$ cat config.mk
export PLATFORM = sky130hd
export DESIGN_NAME = ultrasonic_serial_frame_median_hold
export DESIGN_NICKNAME = d
export VERILOG_FILES = /design/src/sv/usf_pkg.sv /design/src/sv/usf_frame.sv /design/src/sv/usf_hold.sv /design/src/sv/ultrasonic_serial_frame_median_hold.sv
export SDC_FILE = /design/constraint.sdc
export NUM_CORES = 1
export LEC_CHECK = 0
export ABC_CLOCK_PERIOD_IN_PS = 16800
export BUFFER_PORTS_ARGS = -buffer_cell sky130_fd_sc_hd__clkbuf_2
export CORE_UTILIZATION = 43
export DETAILED_ROUTE_END_ITERATION = 10
export GPL_TIMING_DRIVEN = 0
export HOLD_SLACK_MARGIN = 0.05
export PLACE_DENSITY_LB_ADDON = 0.25
export SLEW_MARGIN = 40
export SYNTH_ARGS = -nofsm -noshare
export SYNTH_HDL_FRONTEND = slang
export SYNTH_HIERARCHICAL = 1
export SYNTH_SLANG_ARGS = --single-unit
$ cat constraint.sdc
create_clock -name i_clk -period 16.8 [get_ports i_clk]
set_input_delay 1.68 -clock i_clk [delete_from_list [all_inputs] [get_ports i_clk]]
set_output_delay 1.68 -clock i_clk [all_outputs]
set_load 0.1 [all_outputs]
$ cat src/sv/usf_pkg.sv
// shared types, codes and helpers for the ultrasonic serial frame median hold block
// no dependencies; imported by every module of the block
package usf_pkg;

    localparam int unsigned BYTE_W  = 8;
    localparam int unsigned DIST_W  = 16;
    localparam int unsigned COUNT_W = 3;
    localparam int unsigned PHASE_W = 2;

    // item kind carried on tuser
    localparam logic CMD_BYTE      = 1'b0;
    localparam logic CMD_FRAME_END = 1'b1;

    // register map
    localparam int unsigned PADDR_W        = 2;
    localparam logic [PADDR_W-1:0] ADDR_MISS_LIMIT = 2'd0;
    localparam logic [BYTE_W-1:0]  MISS_LIMIT_RESET = 8'd5;

    // byte counts per frame and last phase of the median group
    localparam logic [COUNT_W-1:0] FRAME_MAX_BYTES = 3'd4;
    localparam logic [COUNT_W-1:0] FRAME_CHECKED   = 3'd3;
    localparam logic [COUNT_W-1:0] FRAME_PLAIN     = 3'd2;
    localparam logic [PHASE_W-1:0] PHASE_LAST      = 2'd2;

    typedef struct packed {
        logic [DIST_W-1:0] distance;
        logic              crc_err;
    } t_frame_res;

    typedef struct packed {
        logic              done;
        logic [DIST_W-1:0] median;
        logic [DIST_W-1:0] held;
        logic [BYTE_W-1:0] misses;
    } t_reading;

    function automatic logic [DIST_W-1:0] median3(
        input logic [DIST_W-1:0] a,
        input logic [DIST_W-1:0] b,
        input logic [DIST_W-1:0] c
    );
        logic [DIST_W-1:0] lo;
        logic [DIST_W-1:0] hi;
        logic [DIST_W-1:0] m;
        lo = (a < b) ? a : b;
        hi = (a < b) ? b : a;
        if (c < lo) begin
            m = lo;
        end else if (c > hi) begin
            m = hi;
        end else begin
            m = c;
        end
        return m;
    endfunction

endpackage

$ cat src/sv/usf_frame.sv
// frame byte store and decoder: collects up to four bytes, decodes distance at frame end
// depends on usf_pkg
module usf_frame (
    input  logic                      i_clk,
    input  logic                      i_rst_n,
    input  logic                      i_step,
    input  logic                      i_cmd,
    input  logic [usf_pkg::BYTE_W-1:0] i_byte,
    output usf_pkg::t_frame_res       o_res
);
    import usf_pkg::*;

    logic [BYTE_W-1:0]  r_bytes [4];
    logic [COUNT_W-1:0] r_count;
    logic [COUNT_W-1:0] n_count;
    logic [BYTE_W-1:0]  w_sum;

    // 8-bit sum wraps naturally
    assign w_sum = r_bytes[0] + r_bytes[1] + r_bytes[2];

    always_comb begin
        o_res.distance = '0;
        o_res.crc_err  = 1'b0;
        if (r_count >= FRAME_CHECKED) begin
            if (w_sum == r_bytes[3]) begin
                o_res.distance = {r_bytes[1], r_bytes[2]};
            end else begin
                o_res.crc_err = 1'b1;
            end
        end else if (r_count == FRAME_PLAIN) begin
            o_res.distance = {r_bytes[0], r_bytes[1]};
        end
    end

    always_comb begin
        n_count = r_count;
        if (i_step) begin
            if (i_cmd == CMD_FRAME_END) begin
                n_count = '0;
            end else if (r_count < FRAME_MAX_BYTES) begin
                n_count = r_count + 1'b1;
            end
        end
    end

    always_ff @(posedge i_clk) begin
        if (!i_rst_n) begin
            r_count <= '0;
        end else begin
            r_count <= n_count;
        end
    end

    // payload store, no reset
    always_ff @(posedge i_clk) begin
        if (i_step && i_cmd == CMD_BYTE && r_count < FRAME_MAX_BYTES) begin
            r_bytes[r_count[1:0]] <= i_byte;
        end
    end

    a_count_range: assert property (@(posedge i_clk) disable iff (!i_rst_n)
        r_count <= FRAME_MAX_BYTES)
        else $error("frame byte count beyond four");

endmodule

$ cat src/sv/usf_hold.sv
// three-frame median and held distance with miss countdown
// depends on usf_pkg
module usf_hold (
    input  logic                       i_clk,
    input  logic                       i_rst_n,
    input  logic                       i_frame_end,
    input  logic [usf_pkg::DIST_W-1:0] i_dist,
    input  logic [usf_pkg::BYTE_W-1:0] i_miss_limit,
    output usf_pkg::t_reading          o_rd
);
    import usf_pkg::*;

    logic [DIST_W-1:0]  r_earlier [2];
    logic [PHASE_W-1:0] r_phase;
    logic [PHASE_W-1:0] n_phase;
    logic [DIST_W-1:0]  r_held;
    logic [DIST_W-1:0]  n_held;
    logic [BYTE_W-1:0]  r_miss;
    logic [BYTE_W-1:0]  n_miss;
    logic               w_last;
    logic [DIST_W-1:0]  w_med;

    assign w_last = (r_phase >= PHASE_LAST);
    assign w_med  = median3(r_earlier[0], r_earlier[1], i_dist);

    always_comb begin
        n_phase = r_phase;
        n_held  = r_held;
        n_miss  = r_miss;
        if (i_frame_end) begin
            if (w_last) begin
                n_phase = '0;
                if (r_miss != '0) begin
                    n_miss = r_miss - 1'b1;
                end else begin
                    n_held = '0;
                end
                if (w_med != '0) begin
                    n_held = w_med;
                    n_miss = i_miss_limit;
                end
            end else begin
                n_phase = r_phase + 1'b1;
            end
        end
    end

    always_comb begin
        o_rd.done   = w_last;
        o_rd.median = w_last ? w_med : '0;
        o_rd.held   = n_held;
        o_rd.misses = n_miss;
    end

    always_ff @(posedge i_clk) begin
        if (!i_rst_n) begin
            r_phase <= '0;
            r_held  <= '0;
            r_miss  <= '0;
        end else begin
            r_phase <= n_phase;
            r_held  <= n_held;
            r_miss  <= n_miss;
        end
    end

    always_ff @(posedge i_clk) begin
        if (i_frame_end && !w_last) begin
            r_earlier[r_phase[0]] <= i_dist;
        end
    end

    a_phase_range: assert property (@(posedge i_clk) disable iff (!i_rst_n)
        r_phase <= PHASE_LAST)
        else $error("median phase beyond third frame");

    a_nonzero_holds: assert property (@(posedge i_clk) disable iff (!i_rst_n)
        i_frame_end && w_last && w_med != '0 |=> r_held == $past(w_med)
            && r_miss == $past(i_miss_limit))
        else $error("nonzero median did not reload held distance");

endmodule

$ cat src/sv/ultrasonic_serial_frame_median_hold.sv
// top level of the ultrasonic serial frame decoder with median hold
// depends on usf_pkg, usf_frame and usf_hold
//
// Takes one beat per clock unless a frame end is stalled: a received serial byte
// (tuser = 0) or a frame-end event (tuser = 1). Byte beats give no result; each
// frame-end beat gives one result beat, via the input and then the result register,
// carrying the frame distance, the checksum and reading flags, the median of the
// last three frames on every third frame, and the held distance with its miss
// countdown. Beats are taken back to back; a frame-end beat waits in the input register
// only while the result register is full and the far side is not ready, the single
// result register being the only limit. miss_limit (address 0, reset 5) is written over
// the register port; the user must write it only while the block is idle (not enforced).
module ultrasonic_serial_frame_median_hold (
    input  logic                        i_clk,
    input  logic                        i_rst_n,
    // input stream
    input  logic                        i_s_tvalid,
    output logic                        o_s_tready,
    input  logic [7:0]                  i_s_tdata,   // [7:0] rx_byte
    input  logic [0:0]                  i_s_tuser,   // [0] command
    // result stream
    output logic                        o_m_tvalid,
    input  logic                        i_m_tready,
    // [15:0] frame_distance_mm, [31:16] median_mm, [47:32] held_distance_mm,
    // [55:48] misses_left
    output logic [55:0]                 o_m_tdata,
    output logic [1:0]                  o_m_tuser,   // [0] checksum_error, [1] reading_done
    // register port
    input  logic                        i_psel,
    input  logic                        i_penable,
    input  logic                        i_pwrite,
    input  logic [usf_pkg::PADDR_W-1:0] i_paddr,
    input  logic [31:0]                 i_pwdata,
    output logic [31:0]                 o_prdata,
    output logic                        o_pready
);
    import usf_pkg::*;

    // input register
    logic              r_in_valid;
    logic              r_in_cmd;
    logic [BYTE_W-1:0] r_in_byte;
    // result register
    logic              r_out_valid;
    logic [55:0]       r_out_data;
    logic [1:0]        r_out_user;
    // configuration
    logic [BYTE_W-1:0] r_miss_limit;

    logic       w_in_take;
    logic       w_advance;
    logic       w_frame_end;
    t_frame_res w_frame;
    t_reading   w_rd;

    // a byte beat never needs the result register; a frame end needs it free
    // or draining this cycle
    assign w_advance   = r_in_valid && (r_in_cmd == CMD_BYTE || !r_out_valid || i_m_tready);
    assign w_frame_end = w_advance && r_in_cmd == CMD_FRAME_END;
    assign o_s_tready  = !r_in_valid || w_advance;
    assign w_in_take   = i_s_tvalid && o_s_tready;

    always_ff @(posedge i_clk) begin
        if (!i_rst_n) begin
            r_in_valid <= 1'b0;
        end else if (w_in_take) begin
            r_in_valid <= 1'b1;
        end else if (w_advance) begin
            r_in_valid <= 1'b0;
        end
    end

    always_ff @(posedge i_clk) begin
        if (w_in_take) begin
            r_in_cmd  <= i_s_tuser[0];
            r_in_byte <= i_s_tdata;
        end
    end

    usf_frame u_frame (
        .i_clk   (i_clk),
        .i_rst_n (i_rst_n),
        .i_step  (w_advance),
        .i_cmd   (r_in_cmd),
        .i_byte  (r_in_byte),
        .o_res   (w_frame)
    );

    usf_hold u_hold (
        .i_clk        (i_clk),
        .i_rst_n      (i_rst_n),
        .i_frame_end  (w_frame_end),
        .i_dist       (w_frame.distance),
        .i_miss_limit (r_miss_limit),
        .o_rd         (w_rd)
    );

    // result register, loads on frame end, empties when taken
    always_ff @(posedge i_clk) begin
        if (!i_rst_n) begin
            r_out_valid <= 1'b0;
        end else if (w_frame_end) begin
            r_out_valid <= 1'b1;
        end else if (i_m_tready) begin
            r_out_valid <= 1'b0;
        end
    end

    always_ff @(posedge i_clk) begin
        if (w_frame_end) begin
            r_out_data <= {w_rd.misses, w_rd.held, w_rd.median, w_frame.distance};
            r_out_user <= {w_rd.done, w_frame.crc_err};
        end
    end

    assign o_m_tvalid = r_out_valid;
    assign o_m_tdata  = r_out_data;
    assign o_m_tuser  = r_out_user;

    // register port, no wait states
    always_ff @(posedge i_clk) begin
        if (!i_rst_n) begin
            r_miss_limit <= MISS_LIMIT_RESET;
        end else if (i_psel && i_penable && i_pwrite && o_pready
                     && i_paddr == ADDR_MISS_LIMIT) begin
            r_miss_limit <= i_pwdata[BYTE_W-1:0];
        end
    end

    assign o_pready = 1'b1;
    assign o_prdata = (i_paddr == ADDR_MISS_LIMIT) ? {24'd0, r_miss_limit} : 32'd0;

    // a stalled frame end stays in the input register
    a_frame_end_waits: assert property (@(posedge i_clk) disable iff (!i_rst_n)
        r_in_valid && r_in_cmd == CMD_FRAME_END && r_out_valid && !i_m_tready
            |=> r_in_valid && r_in_cmd == CMD_FRAME_END)
        else $error("stalled frame end lost from input register");

    // every new result comes from a frame end that advanced
    a_result_source: assert property (@(posedge i_clk) disable iff (!i_rst_n)
        $rose(r_out_valid) |-> $past(w_frame_end))
        else $error("result raised without a frame end");

endmodule
==> metrics.md <==
| Metric | Value |
|---|---|
| Main synth FF type | edfxtp_1 |
| Setup bufs post-CTS | 0 |
| Root Buffer | clkbuf_16 |
| Unique masters post-synth | 75 |
| Startpoint Class | register |
| CP Class | reg -> reg |
| Synthesis warning total | 6 |
| Crit path max fanout | 10 |
| Fmax | 142.8 MHz |
| Insertion delay of the later-clocked pin in the worst-skew pair | 0.43 ns |
| CTS-repair resized insts | 0 |
| Worst-path clk slew | 0.07 ns |
| Slew Limit Fails | 0 |
| Setup_tns | 0 ns |
| Synth Area in Simple Gates | 11.30% |
| N_diodes | 0 |
| Drt first pass iters | 5 |
| Setup violations, final | 0 |
| Vias per std cell | 5.356 |
| Synthesized area per cell | 11.62 µm² |
| Final Cycle Share | 41.69% |
| Async S/R FF share, synth | 0% |
| Post-route minimum period | 7.004 ns |
| Outcome | complete, no violations |
| RD Place Congestion | 0.8742 |
| Initial antenna violation count | 0 |
| Most frequent cells in the layout | edfxtp_1 (131), clkbuf_2 (93), nand2_1 (60), ha_1 (59), mux2i_1 (56) |
| Gate Count Post-Synth | 799 |
| Area delta synth->final | 17.61% |
| Worst-Margin Slew | 0.9015 ns |
| Gr ovfl total | 0 |
| Nets@finish | 1057 |
| Post-DP HPWL | 15.85 mm |
| Routed WL per cell | 17.50 µm |
| Die width | 149.0 µm |
| LEAKAGE | 0.004473 µW |
| CTS Buf Count | 17 |
| Clk sink count | 170 |
| Synth area leader | edfxtp_1 |
| CTS tree | done |
| Commonest non-fill, non-tap cell in the layout | edfxtp_1 |
| Core Footprint | 21090 µm² |
| First-pass GRT wire length | 34.00 mm |
| Die height | 149.0 µm |
| Post-synth EDFFs | 131 |
| Fraction of layout cells with a size suffix above 1 | 22.88% |
| Pin count of the biggest net entering global routing | 18 |
| Vias in the first global route | 6366 |
| #FFs+latches synth | 170 |
| FP Rows | 53 |
| Longest Clk Path Bufs | 2 |
| Fin Hold WS | 0.4781 ns |
| Die area | 22190 µm² |
| Maxcap violations | 0 |
| Inst Count DP | 1196 |
| Drt drc | 0 |
| Routed WL | 21.49 mm |
| # hold bufs at CTS | 0 |
| Worst EP required | 16.98 ns |
| Mux cell area share after synthesis | 7.168% |
| GRT Resource Usage Total | 20.04% |
| Htree depth | 4 |
| Power Density | 87.54 nW/µm² |
| Non-filler cells, final | 1228 |
| Worst IR Drop VDD | 0.06062 mV |
| Vias | 6577 |
| Dpl ws | 9.989 ns |
| Final ANT Viol Nets | 0 |
| CP endpoint kind | register |
| Relative slew slack | 39.54% |
| Final hold vios | 0 |
| Starting density of the core | 44.04% |
| Netlist Area Pre-Place | 9286 µm² |
| I/O pins | 143 |
| Post-Synth XOR/XNOR Area | 1.657% |
| Adder-cell share of the synthesized area | 9.674% |
| RSZ-0062 raised after global routing | false |
| DRT iter0 DRCs | 481 |
| Hold Path Class | reg -> reg |
| Synth Area in Compound Gates | 13.18% |
| Main combinational cell family by area after synthesis | compound AO/OA/AOI/OAI gates |
| Sequential area share after synthesis | 50.77% |
| Yosys top cell area share | 42.36% |
| Synth area leaders | edfxtp_1 (42%), dfxtp_1 (8.4%), ha_1 (7.9%), mux2i_1 (6.0%), nand2_1 (2.4%) |
| Worst Skew | 0.009774 ns |
| Port bufs | 93 |
| Worst EP arrival | 7.18 ns |
| Post-route worst setup slack | 9.796 ns |
final timing paths:
path	from	endpoint	slack (ns)	depth (start not counted)
worst min-delay path	r_miss_limit[7]$_SDFFE_PN0P_	r_miss_limit[7]$_SDFFE_PN0P_	0.48	2
worst min register to register	r_miss_limit[7]$_SDFFE_PN0P_	r_miss_limit[7]$_SDFFE_PN0P_	0.48	2
worst max-delay path	u_frame/r_bytes[1][1]$_DFFE_PP_	o_m_tdata[39]$_DFFE_PP_	9.80	21
worst max register to register	u_frame/r_bytes[1][1]$_DFFE_PP_	o_m_tdata[39]$_DFFE_PP_	9.80	21
cells by family (layout without fill, tap and decap cells):
| kind of cell | after synthesis | count (layout) |
|---|---|---|
| simple gates | 208 | 208 |
| flops | 170 | 170 |
| compound gates | 163 | 163 |
| buf+inv | 111 | 242 |
| fa+ha+maj | 67 | 67 |
| mux | 63 | 63 |
| xor+xnor | 15 | 15 |
| other cells | 2 | 25 |
where the power goes:
group	leakage (µW)	switching, µW	total (µW)	internal [µW]
registers	0.00155	5.51	464	458
logic	0.00264	85.7	113	26.9
clock network	0.000284	166	380	213
flip-flops by register name, indices dropped and copies added (netlist names), 2 cells and up:
name,cells
u_hold/r_miss,8
o_m_tdata,56
u_frame/r_bytes,32
u_frame/r_count,3
r_in_byte,8
r_miss_limit,8
o_m_tuser,2
u_hold/r_phase,2
u_hold/r_earlier,32
u_hold/r_held,16
stage by stage:
step	utilization, %	power, µW	cell area [µm²]
4_1_cts	51.79	962.3	10920
6_report	51.79	956.0	10920
5_1_grt	51.79	985.2	10920
3_5_place_dp	49.07	585.3	10350
2_1_floorplan	-	563.7	9373
3_3_place_gp	48.29	582.2	10180
synth_stat cells, drive strengths merged (9+ instances only):
| library cell | n |
|---|---|
| edfxtp | 131 |
| nand2 | 60 |
| ha | 59 |
| mux2i | 58 |
| inv | 50 |
| buf | 45 |
| nor2 | 43 |
| a21oi | 40 |
| dfxtp | 39 |
| and2 | 30 |
| o211ai | 19 |
| a21o | 18 |
| clkbuf | 16 |
| o31ai | 16 |
| o21ai | 15 |
| a32oi | 14 |
| nor3 | 14 |
| nand3 | 12 |
| nand4 | 12 |
| nor4 | 11 |
| xnor2 | 9 |
layout make-up:
cell class              count  area [µm²]
repair buffers             99       563.0
plain buffers              61       385.4
inverters                  50       187.7
fillers                  1920       10170
clock buffers              22       496.7
clock inverters            10       77.57
well taps                 275       344.1
multi-input cells         541        4153
flip-flops and latches    170        4715
per-layer routing:
| layer | track usage, % | vias to the layer above | part of all wire, % |
|---|---|---|---|
| li1 | - | 3195 | - |
| met1 | 26.43 | 3139 | 45 |
| met2 | 32.23 | 207 | 47 |
| met3 | 3.670 | 36 | 5.6 |
| met4 | 8.622 | 0 | 2.5 |
| met5 | 0 | - | 0 |
critical path: stages (launching register included):
cell and delay (ns):
edfxtp_1 0.47, fa_1 0.50, ha_1 0.25, fa_1 0.42, a21o_1 0.19, a21oi_1 0.21, xnor2_1 0.16, nand4_2 0.29
buf_2 0.35, o31ai_2 0.79, ha_1 0.25, nand4_1 0.11, nor3_1 0.48, o2111ai_1 0.21, nand4_1 0.32, and2_1 0.20
clkbuf_1 0.34, clkbuf_1 0.53, a21o_1 0.21, mux2i_1 0.14, a32oi_1 0.26, inv_1 0.06
(Power assumes the default switching activity.)
